## config.mk

```make
export PLATFORM = sky130hd
export DESIGN_NAME = lcg_range_permutation_flat
export DESIGN_NICKNAME = d
export VERILOG_FILES = /design/src/lrp_pkg.sv /design/src/lrp_req_if.sv /design/src/lrp_res_if.sv /design/src/lcg_range_permutation.sv /design/src/flat_wrapper.sv
export SDC_FILE = /design/constraint.sdc
export NUM_CORES = 1
export LEC_CHECK = 0
export BUFFER_PORTS_ARGS = -buffer_cell sky130_fd_sc_hd__buf_2
export CAP_MARGIN = 20
export CORE_UTILIZATION = 32
export CTS_CLUSTER_SIZE = 30
export DETAILED_ROUTE_END_ITERATION = 10
export PLACE_DENSITY = 0.45
export RECOVER_POWER = 25
export SYNTH_ARGS = -nofsm -noshare
export SYNTH_HDL_FRONTEND = slang
export SYNTH_SLANG_ARGS = --single-unit
```

## constraint.sdc

```tcl
create_clock -name clk -period 10.2 [get_ports clk]
set_input_delay 1.53 -clock clk [delete_from_list [all_inputs] [get_ports clk]]
set_output_delay 1.53 -clock clk [all_outputs]
set_load 0.03 [all_outputs]
```

## src/lrp_pkg.sv

```systemverilog
`default_nettype none
package lrp_pkg;

  localparam int VALUE_BITS = 16;
  localparam int SEED_BITS  = 31;
  localparam int COUNT_BITS = VALUE_BITS + 1;
  localparam int BCNT_BITS  = $clog2(SEED_BITS);
  localparam logic [BCNT_BITS-1:0] SEED_LAST = BCNT_BITS'(SEED_BITS - 1);

  typedef enum logic [4:0] {
    S_IDLE      = 5'b00001,
    S_MOD_START = 5'b00010,
    S_MOD_OFF   = 5'b00100,
    S_STEP      = 5'b01000,
    S_PUT       = 5'b10000
  } lrp_state_t;

endpackage
`default_nettype wire

```

## src/lrp_req_if.sv

```systemverilog
`default_nettype none
interface lrp_req_if;
  logic                           valid;
  logic                           ready;
  logic [lrp_pkg::VALUE_BITS-1:0] lower_bound;
  logic [lrp_pkg::VALUE_BITS-1:0] upper_bound;
  logic [lrp_pkg::SEED_BITS-1:0]  seed_start;
  logic [lrp_pkg::SEED_BITS-1:0]  seed_offset;

  modport source (output valid, lower_bound, upper_bound, seed_start, seed_offset,
                  input ready);
  modport sink (input valid, lower_bound, upper_bound, seed_start, seed_offset,
                output ready);
endinterface
`default_nettype wire

```

## src/lrp_res_if.sv

```systemverilog
`default_nettype none
interface lrp_res_if;
  logic                           valid;
  logic                           ready;
  logic [lrp_pkg::VALUE_BITS-1:0] picked_value;

  modport source (output valid, picked_value, input ready);
  modport sink (input valid, picked_value, output ready);
endinterface
`default_nettype wire

```

## src/lcg_range_permutation.sv

```systemverilog
`default_nettype none
// channel | dir | fields                                              | handshake
// req     | in  | lower_bound, upper_bound, seed_start, seed_offset   | valid/ready
// res     | out | picked_value                                        | valid/ready
//
// a request with the held bounds runs k lcg steps, k being the steps until a hit
// (under two on average, at most modulus+1)
// a request with new bounds first runs both seeds through the bit-serial remainder unit
// rst is synchronous; after it the first request always runs setup
// the result sits in an output register, so a new request is taken while it waits
module lcg_range_permutation (
  input  logic          clk,
  input  logic          rst,
  lrp_req_if.sink       req,
  lrp_res_if.source     res
);

  localparam int VB = lrp_pkg::VALUE_BITS;
  localparam int CB = lrp_pkg::COUNT_BITS;
  localparam int SB = lrp_pkg::SEED_BITS;
  localparam int NB = lrp_pkg::BCNT_BITS;

  lrp_pkg::lrp_state_t state;

  logic [VB-1:0] held_lower;
  logic [VB-1:0] held_upper;
  logic          set_up_done;
  logic [VB-1:0] current_index;
  logic [CB-1:0] range_count;
  logic [CB-1:0] lcg_multiplier;
  logic [CB-1:0] lcg_increment;
  logic [VB-1:0] modulus_mask;
  logic [SB-1:0] dividend;
  logic [SB-1:0] offset_seed;
  logic [VB-1:0] rem;
  logic [NB-1:0] bit_cnt;
  logic [CB-1:0] step_cnt;
  logic [VB-1:0] result;
  logic          res_valid;
  logic [VB-1:0] res_value;
  logic          put_go;

  // setup values from the incoming bounds
  logic          bounds_bad;
  logic [VB-1:0] norm_lo;
  logic [VB-1:0] norm_hi;
  logic [CB-1:0] norm_count;
  logic [VB-1:0] count_m1;
  logic [VB-1:0] mask_calc;
  logic [CB-1:0] mult_calc;
  logic          need_setup;
  logic          accept;

  assign bounds_bad = req.lower_bound >= req.upper_bound;
  assign norm_lo    = bounds_bad ? '0 : req.lower_bound;
  assign norm_hi    = bounds_bad ? VB'(1) : req.upper_bound;
  assign norm_count = {1'b0, norm_hi} - {1'b0, norm_lo};
  assign count_m1   = norm_count[VB-1:0] - VB'(1);
  assign mult_calc  = {norm_count[CB-1:2], 2'b00} + CB'(1);
  assign need_setup = !set_up_done || (req.lower_bound != held_lower)
                      || (req.upper_bound != held_upper);
  assign accept     = req.valid && (state == lrp_pkg::S_IDLE);
  assign put_go     = (state == lrp_pkg::S_PUT) && (!res_valid || res.ready);

  // smallest power of two at or above the count, minus one
  always_comb begin
    for (int i = 0; i < VB; i++) begin
      mask_calc[i] = |(count_m1 >> i);
    end
  end

  // one remainder bit per cycle against count+1
  logic [CB-1:0] divisor;
  logic [CB-1:0] trial;
  logic [VB-1:0] rem_next;

  assign divisor  = range_count + CB'(1);
  assign trial    = {rem, dividend[SB-1]};
  assign rem_next = (trial >= divisor) ? VB'(trial - divisor) : trial[VB-1:0];

  // lcg step, all in modulus width
  logic [VB-1:0] prod;
  logic [VB-1:0] lcg_next;
  logic          hit;
  logic          last_step;

  assign prod      = VB'(current_index * lcg_multiplier[VB-1:0]);
  assign lcg_next  = (prod + lcg_increment[VB-1:0]) & modulus_mask;
  assign hit       = {1'b0, current_index} < range_count;
  assign last_step = step_cnt == ({1'b0, modulus_mask} + CB'(1));

  always_ff @(posedge clk) begin
    if (rst) begin
      res_valid <= 1'b0;
    end else if (put_go) begin
      res_valid <= 1'b1;
    end else if (res.ready) begin
      res_valid <= 1'b0;
    end
  end

  always_ff @(posedge clk) begin
    if (rst) begin
      state       <= lrp_pkg::S_IDLE;
      set_up_done <= 1'b0;
      held_lower  <= '0;
      held_upper  <= '0;
    end else begin
      unique case (state)
        lrp_pkg::S_IDLE: begin
          if (accept) begin
            step_cnt <= '0;
            if (need_setup) begin
              held_lower     <= norm_lo;
              held_upper     <= norm_hi;
              range_count    <= norm_count;
              lcg_multiplier <= mult_calc;
              modulus_mask   <= mask_calc;
              set_up_done    <= 1'b1;
              dividend       <= req.seed_start;
              offset_seed    <= req.seed_offset;
              rem            <= '0;
              bit_cnt        <= '0;
              state          <= lrp_pkg::S_MOD_START;
            end else begin
              state <= lrp_pkg::S_STEP;
            end
          end
        end
        lrp_pkg::S_MOD_START: begin
          if (bit_cnt == lrp_pkg::SEED_LAST) begin
            current_index <= rem_next;
            rem           <= '0;
            dividend      <= offset_seed;
            bit_cnt       <= '0;
            state         <= lrp_pkg::S_MOD_OFF;
          end else begin
            rem      <= rem_next;
            dividend <= dividend << 1;
            bit_cnt  <= bit_cnt + NB'(1);
          end
        end
        lrp_pkg::S_MOD_OFF: begin
          rem      <= rem_next;
          dividend <= dividend << 1;
          bit_cnt  <= bit_cnt + NB'(1);
          if (bit_cnt == lrp_pkg::SEED_LAST) begin
            lcg_increment <= {rem_next, 1'b1};
            state         <= lrp_pkg::S_STEP;
          end
        end
        lrp_pkg::S_STEP: begin
          current_index <= lcg_next;
          step_cnt      <= step_cnt + CB'(1);
          if (hit) begin
            result <= current_index + held_lower;
            state  <= lrp_pkg::S_PUT;
          end else if (last_step) begin
            result <= '0;
            state  <= lrp_pkg::S_PUT;
          end
        end
        lrp_pkg::S_PUT: begin
          if (put_go) begin
            res_value <= result;
            state     <= lrp_pkg::S_IDLE;
          end
        end
        default: begin
          state <= lrp_pkg::S_IDLE;
        end
      endcase
    end
  end

  assign req.ready        = state == lrp_pkg::S_IDLE;
  assign res.valid        = res_valid;
  assign res.picked_value = res_value;

endmodule
`default_nettype wire

```

## src/flat_wrapper.sv

```systemverilog
// flat-port wrapper written by rule: the top's interface ports become plain ports
module lcg_range_permutation_flat 
  (clk, rst, req_valid, req_lower_bound, req_upper_bound, req_seed_start, req_seed_offset, req_ready, res_valid, res_picked_value, res_ready);
  lrp_req_if req_i ();
  lrp_res_if res_i ();
  input  logic clk;
  input  logic rst;
  input wire logic [$bits(req_i.valid)-1:0] req_valid;
  input wire logic [$bits(req_i.lower_bound)-1:0] req_lower_bound;
  input wire logic [$bits(req_i.upper_bound)-1:0] req_upper_bound;
  input wire logic [$bits(req_i.seed_start)-1:0] req_seed_start;
  input wire logic [$bits(req_i.seed_offset)-1:0] req_seed_offset;
  output wire logic [$bits(req_i.ready)-1:0] req_ready;
  output wire logic [$bits(res_i.valid)-1:0] res_valid;
  output wire logic [$bits(res_i.picked_value)-1:0] res_picked_value;
  input wire logic [$bits(res_i.ready)-1:0] res_ready;
  assign req_i.valid = req_valid;
  assign req_i.lower_bound = req_lower_bound;
  assign req_i.upper_bound = req_upper_bound;
  assign req_i.seed_start = req_seed_start;
  assign req_i.seed_offset = req_seed_offset;
  assign req_ready = req_i.ready;
  assign res_valid = res_i.valid;
  assign res_picked_value = res_i.picked_value;
  assign res_i.ready = res_ready;
  lcg_range_permutation u_core (.clk(clk), .rst(rst), .req(req_i), .res(res_i));
endmodule
```

---- Word-level counts from Yosys, hierarchy flattened ----
Index checks and enable logic that the tools add are counted.
storage, ports and cells
  flip-flop bits (word level) ............. 251
  input bits .............................. 98
  output and inout bits ................... 18
  logic and storage cells ................. 115
operators by class
  add/subtract/negate cells ............... 10
  multiply operators ...................... 1
  $lt $le $gt $ge ......................... 3
  eq/ne operators ......................... 15
  muxes and demuxes ....................... 31
  bitwise logic cells ..................... 2
  reductions and logical operators ........ 36
operators with widths
  operator                                             number
  2-to-1 mux 16 bit                                    9
  2-to-1 mux 31 bit                                    3
  case mux 31 bit (3 select lines)                     1
  case mux 16 bit (3 select lines)                     1
  2-to-1 mux 5 bit                                     9
  adder 17 x 1 -> 17 bit (second input constant)       2
  case mux 17 bit (2 select lines)                     1
  adder 16 bit                                         2
  inequality test 16 bit                               2
  case mux 16 bit (2 select lines)                     1
  case mux 5 bit (5 select lines)                      1
  AND reduction 3 bit                                  6
  adder 16 x 1 -> 17 bit (second input constant)       1
  equality test 17 bit                                 1
  greater-or-equal comparator 17 bit                   1
  < comparator 16 x 17 -> 1 bit                        1
  2-to-1 mux 17 bit                                    1
  subtractor 16 x 16 -> 17 bit                         1
  adder 16 x 1 -> 16 bit (second input constant)       1
  bitwise AND 16 bit                                   1
  greater-or-equal comparator 16 bit                   1
  multiplier 16 x 16 -> 16 bit                         1
  OR reduction 16 bit                                  1
  subtractor 16 x 1 -> 16 bit (second input constant)  1
  other kinds (34)                                     48

---- Logic depth before layout (Yosys ltp) ----
  depth in word-level cells ............... 6
  mapped depth ............................ 25
  mapped depth without buffers ............ 24

---- Worst setup path after synthesis ----
No wires, ideal clock.
  path kind ............................... in2reg
  start point ............................. input port req_lower_bound[0]
  end point ............................... register u_core.modulus_mask[0], data pin
  setup time .............................. 267 ps
  arrival ................................. 6608 ps
  required time ........................... 9933 ps
  setup slack ............................. 3324 ps
  stages on the path ...................... 24
  path buffers ............................ 1
  cell sequence ........................... inv_1 -> ha_1 -> nand2b_1 -> a21o_1 -> a21o_1 -> a21o_1 -> a21o_1 -> a21o_1 -> a211o_1 -> a21oi_1 -> clkbuf_1 -> and2_1 -> ha_1 -> inv_1 -> fa_1 -> xnor2_1 -> nand3_1 -> nor4_1 -> nand4_2 -> nand2b_1 -> a2111o_1 -> a31o_2 -> a2111oi_4 -> nand3_1
on the way
  cells in the longest elaborated chain, start to end .. 5
  elaborated cells between the ends (all ways) .. 6
  those cells by class .................... 2 x add/sub; 1 x order compare; 2 x mux; 1 x reduce/logical
RTL lines
  what                                RTL line                      source
  start: declaration                  flat_wrapper.sv:9             input wire logic [$bits(req_i.lower_bound)-1:0] req_lower_bound;
  greater-or-equal comparator 16 bit  lcg_range_permutation.sv:54   assign bounds_bad = req.lower_bound >= req.upper_bound;
  2-to-1 mux 16 bit (*)               lcg_range_permutation.sv:55   assign norm_lo = bounds_bad ? '0 : req.lower_bound;
  named net u_core.norm_lo[0]         lcg_range_permutation.sv:45   logic [VB-1:0] norm_lo;
  subtractor 16 x 16 -> 17 bit (*)    lcg_range_permutation.sv:57   assign norm_count = {1'b0, norm_hi} - {1'b0, norm_lo};
  subtractor 16 x 1 -> 16 bit (*)     lcg_range_permutation.sv:58   assign count_m1 = norm_count[VB-1:0] - VB'(1);
  OR reduction 16 bit (*)             lcg_range_permutation.sv:68   mask_calc[i] = |(count_m1 >> i);
  named net u_core.mask_calc[0]       lcg_range_permutation.sv:49   logic [VB-1:0] mask_calc;
  end signal: assignment              lcg_range_permutation.sv:118  modulus_mask <= mask_calc;
  end: declaration                    lcg_range_permutation.sv:32   logic [VB-1:0] modulus_mask;
The timed path passes the listed nets; every way through them passes the cells marked *.
A chain may end at the register's enable or synchronous reset.

---- Worst setup path in the final report ----
  start point ............................. input port req_lower_bound[0]
  end point ............................... register u_core.modulus_mask[3], data pin
on the way
  cells in the longest elaborated chain, start to end .. 5
  elaborated cells between the ends (all ways) .. 6
  those cells by class .................... 2 x add/sub; 1 x order compare; 2 x mux; 1 x reduce/logical
RTL lines
  what                                  RTL line
  greater-or-equal comparator 16 bit    lcg_range_permutation.sv:54
  2-to-1 mux 16 bit (on tied branches)  lcg_range_permutation.sv:56, lcg_range_permutation.sv:55
  subtractor 16 x 16 -> 17 bit (*)      lcg_range_permutation.sv:57
  subtractor 16 x 1 -> 16 bit (*)       lcg_range_permutation.sv:58
  OR reduction 13 bit (*)               lcg_range_permutation.sv:68
  named net u_core.mask_calc[3]         lcg_range_permutation.sv:49
Marks and branches as above.

==> impl.org <==
** Detailed routing
- Post-detailed-routing wire length :: 49240 µm
- Drt first-iter violations :: 748
- Routed len/inst :: 19.01 µm
- The first detailed-routing pass ran for 5 iterations.
- Via count :: 13.06k
- In the routed design, unresolved DRC markers number 0.
- Routed vias/inst :: 5.041
- Remaining number of nets flagged by the antenna check after routing :: 0

** Synth
- Top FF cell, synth :: sky130_fd_sc_hd__edfxtp_1
- Ranked by total cell area, the synthesized netlist is headed by sky130_fd_sc_hd__edfxtp_1, sky130_fd_sc_hd__ha_1, sky130_fd_sc_hd__fa_1.
- For this run, asynchronously set or reset flops after synthesis account for 0%.
- For this run, the register share of the synthesized area comes to 37.74%.
- Flop and latch count out of synthesis :: 235
- Counting distinct cell types in the post-synthesis netlist gives 77.
- In this run the cell area of the synthesized design comes to 17660 µm².
- The commonest cells after synthesis are sky130_fd_sc_hd__inv_1, sky130_fd_sc_hd__edfxtp_1, sky130_fd_sc_hd__ha_1.
- When the netlist entered floorplanning its net count stood at 2095.
- The biggest area contributor in the post-synthesis netlist is sky130_fd_sc_hd__edfxtp_1.
- For this run, the number of Yosys warnings is 0.
- The average instance in the mapped netlist occupies 10.04 µm².
- Synthesis handed over a netlist of 1760 instances.
- The synthesized design contains 196 enable-type register cells.
- Area share of the largest cell type after synthesis :: 33.32%
- Most common cell in the synthesized netlist :: sky130_fd_sc_hd__inv_1

** Die
- Initial Utilization :: 32.63%
- Die W :: 236.9 µm
- Height of the die :: 236.9 µm
- The floorplan has 85 rows.
- Area of the core :: 54130 µm²
- During I/O placement, the number of pins put on the boundary was 116.
- The die covers 56140 µm².

** Pwr
- Pwr/cell area :: 195.7 nW/µm²
- Post-layout total power :: 3.920 mW
- For this design the static power due to leakage is 8.284 nW.
- Worst vdd rail ir drop :: 0.1467 mV

** Final layout
- Area added between synthesis and finish :: 13.41%
- Final std cells w/o fill :: 2590
- The final layout contains 2207 nets.
- The filler cells instantiated in the layout total 5399.
- Combined area of the multi-input logic cells :: 9955 µm²
- Register area :: 6666 µm²
- Of the cells placed in the final design, the portion with a size suffix greater than 1 is 10.72%.
- The number of antenna diodes in the final layout is 0.

** Critical path
- Kind of cell with the highest combined delay on the critical path :: compound AO/OA/AOI/OAI gates
- Master of the slowest instance on the critical path :: sky130_fd_sc_hd__fa_1
- Required time reported for the critical path endpoint :: 10480 ps
- Counting both buffers and inverters, the worst setup path holds a total of 4.
- Kind of launch point of the worst setup path :: input port
- For the worst setup path, the data arrival time is 7260 ps.
- Class of the most critical setup path :: in2reg
- The worst setup path is captured at a flop.
- Of all nets on the critical path, the largest fanout is 33.
- CP peak stage delay :: 470 ps
- Critical path's most frequent cell :: sky130_fd_sc_hd__a21o_1

** CTS
- Clock tree from TritonCTS :: built
- In this run, post-CTS repair resized a total of 0 instances.
- Buffer cell driving the clock tree root :: sky130_fd_sc_hd__clkbuf_16
- After clock tree synthesis, the clock-pin slew on the worst setup and hold paths is 60 ps.
- Max clock buf depth :: 3
- Post-CTS setup buffers :: 0
- TritonCTS sink count :: 235
- Source-to-sink clock delay at the later pin of the worst-skew pair :: 580 ps
- In this run the number of H-tree levels came out at 1.
- Buffers inserted during clock tree synthesis total 28.
- CTS Hold Buffers Added :: 0

** Timing
- The final count of pins violating max slew was 74.
- Setup TNS after final layout :: 0 ps
- Setup Skew :: 30.56 ps
- Measured against its own limit, the worst slew margin works out to -33.45%.
- Final worst setup slack :: 3225 ps
- Highest attainable clock frequency :: 143.4 MHz
- The final hold violation count was 0.
- # setup viols final :: 0
- Setup repair after global routing left no endpoint under its margin.
- For the pin with the worst max-slew slack, the measured transition is 2002 ps.
- Minimum period implied by the final worst setup slack :: 6975 ps
- Period utilisation layout :: 68.39%

** GRT
- After global routing the overflow that remains totals 0.
- The first global-routing pass estimated 76590 µm of wire.
- Via count of the first global-routing pass :: 13.37k
- Maximum number of pins on one net before global-route repair :: 65
- For this run, the total global-route usage over all layers was measured as 17.59%.
- The initial antenna violation count is 2.

** Placed design
- Timing analysis after detailed placement gives a worst setup slack of 2606 ps.
- During placement, the flow inserted port buffers numbering 115.
- Placer's final routability congestion estimate :: 0.8432
- After detailed placement, the design holds a cell count of 2538.
- Placed wire-length estimate after detailed placement :: 36940 µm

** Status
- Violated checks :: capacitance limit, slew limit
- Status :: complete, but fails checks

** Hold path
- The worst hold path belongs to the class reg2reg.

** Job
- MaxCap Viol Count :: 2
==> path summary, 6_finish.rpt <==
kind | start | to | slack (ps) | depth (start not counted)
setup / recovery | req_lower_bound[0] | u_core.modulus_mask[3]$_DFFE_PP_ | 3220 | 25
hold / removal | u_core.result[1]$_SDFFCE_PP0P_ | u_core.res.picked_value[1]$_DFFE_PP_ | 420 | 0
setup reg to reg | u_core.current_index[1]$_DFFE_PP_ | u_core.current_index[15]$_DFFE_PP_ | 3680 | 23
hold reg to reg | u_core.result[1]$_SDFFCE_PP0P_ | u_core.res.picked_value[1]$_DFFE_PP_ | 420 | 0
==> per-stage QoR <==
step                util, %  area [µm²]  hold slack (ps)
finish                37.00       20030            418.6
detailed placement    35.35       19140            404.5
CTS                   37.06       20060            419.1
global placement      35.30       19110            407.8
global route          37.00       20030            424.8
floorplan                 -       17660            400.3
==> sequential cells by signal, indices dropped and copies added (netlist names) <==
| register | cells |
|---|---|
| u_core.range_count | 17 |
| u_core.rem | 16 |
| u_core.result | 16 |
| u_core.res.picked_value | 16 |
| u_core.set_up_done | 1 |
| u_core.dividend | 31 |
| u_core.res.valid | 1 |
| u_core.bit_cnt | 5 |
| u_core.offset_seed | 31 |
| u_core.step_cnt | 17 |
| u_core.held_upper | 16 |
| u_core.modulus_mask | 16 |
| u_core.held_lower | 16 |
| u_core.current_index | 16 |
| u_core.lcg_increment | 15 |
| u_core.state | 5 |
==> metal layers <==
metal	track usage, %	part of all wire, %	up-vias
li1	-	-	6420
met1	24.67	48	6312
met2	28.68	46	268
met3	2.297	4.4	55
met4	4.113	1.9	0
met5	0	0	-
==> layout by cell type (no fill, tap or decap), types with 5 or more instances in the layout <==
master and instances:
sky130_fd_sc_hd__clkbuf_16 28, sky130_fd_sc_hd__a31oi_1 9, sky130_fd_sc_hd__mux2i_1 10, sky130_fd_sc_hd__xor2_1 39, sky130_fd_sc_hd__nand2b_1 16, sky130_fd_sc_hd__fa_1 82
sky130_fd_sc_hd__nand4_1 24, sky130_fd_sc_hd__or3_1 23, sky130_fd_sc_hd__edfxtp_1 196, sky130_fd_sc_hd__nand3_1 52, sky130_fd_sc_hd__nor2b_1 10, sky130_fd_sc_hd__a22o_1 32
sky130_fd_sc_hd__nand3b_1 6, sky130_fd_sc_hd__and2_1 57, sky130_fd_sc_hd__inv_1 227, sky130_fd_sc_hd__nor3_1 31, sky130_fd_sc_hd__o21bai_1 5, sky130_fd_sc_hd__xnor2_1 116
sky130_fd_sc_hd__buf_2 113, sky130_fd_sc_hd__nand2_1 128, sky130_fd_sc_hd__a21o_1 19, sky130_fd_sc_hd__o21a_1 14, sky130_fd_sc_hd__or2_2 5, sky130_fd_sc_hd__ha_1 155
sky130_fd_sc_hd__and3_1 14, sky130_fd_sc_hd__a222oi_1 30, sky130_fd_sc_hd__clkinv_1 8, sky130_fd_sc_hd__a211o_1 8, sky130_fd_sc_hd__a21oi_1 77, sky130_fd_sc_hd__clkbuf_1 11
sky130_fd_sc_hd__nor2_1 115, sky130_fd_sc_hd__o31ai_1 9, sky130_fd_sc_hd__dfxtp_1 39, sky130_fd_sc_hd__buf_4 18, sky130_fd_sc_hd__a211oi_1 11, sky130_fd_sc_hd__nor4_1 18
sky130_fd_sc_hd__o21ai_0 53
==> cell families after synthesis <==
kind of cell	share of synthesized area [%]
xor+xnor	7.870
mux	0.6305
compound gates	12.57
flops	37.74
fa+ha+maj	20.27
buf+inv	6.141
simple gates	14.78
==> report_power, final <==
| part | total (mW) | internal [mW] | switching, mW |
|---|---|---|---|
| sequential | 1.18 | 1.12 | 0.0579 |
| clock | 1.01 | 0.584 | 0.423 |
| combinational | 1.73 | 0.703 | 1.03 |
==> cell type report <==
class	count	area share (%)
clock buffer	32	3.573
clock inverter	20	1.049
inverter	229	4.291
multi-input combinational	1239	49.69
sequential	235	33.28
tap	696	4.347
timing repair buffer	139	3.766
==> worst reg2reg max path, stage by stage (launching register included) <==
cell and delay (ps):
sky130_fd_sc_hd__edfxtp_1 880, sky130_fd_sc_hd__clkinv_1 600, sky130_fd_sc_hd__nor2_1 310, sky130_fd_sc_hd__ha_1 180, sky130_fd_sc_hd__inv_1 50, sky130_fd_sc_hd__fa_1 450
sky130_fd_sc_hd__inv_1 80, sky130_fd_sc_hd__ha_1 140, sky130_fd_sc_hd__inv_1 60, sky130_fd_sc_hd__fa_1 530, sky130_fd_sc_hd__inv_1 40, sky130_fd_sc_hd__ha_1 270
sky130_fd_sc_hd__inv_1 50, sky130_fd_sc_hd__fa_1 530, sky130_fd_sc_hd__inv_1 40, sky130_fd_sc_hd__ha_1 330, sky130_fd_sc_hd__and3_1 190, sky130_fd_sc_hd__a21oi_1 230
sky130_fd_sc_hd__a31oi_1 180, sky130_fd_sc_hd__a31oi_1 290, sky130_fd_sc_hd__o21ai_0 190, sky130_fd_sc_hd__xnor2_1 380, sky130_fd_sc_hd__a21oi_1 120, sky130_fd_sc_hd__a21oi_1 200
Note: power is estimated with default switching activity, not from simulation.
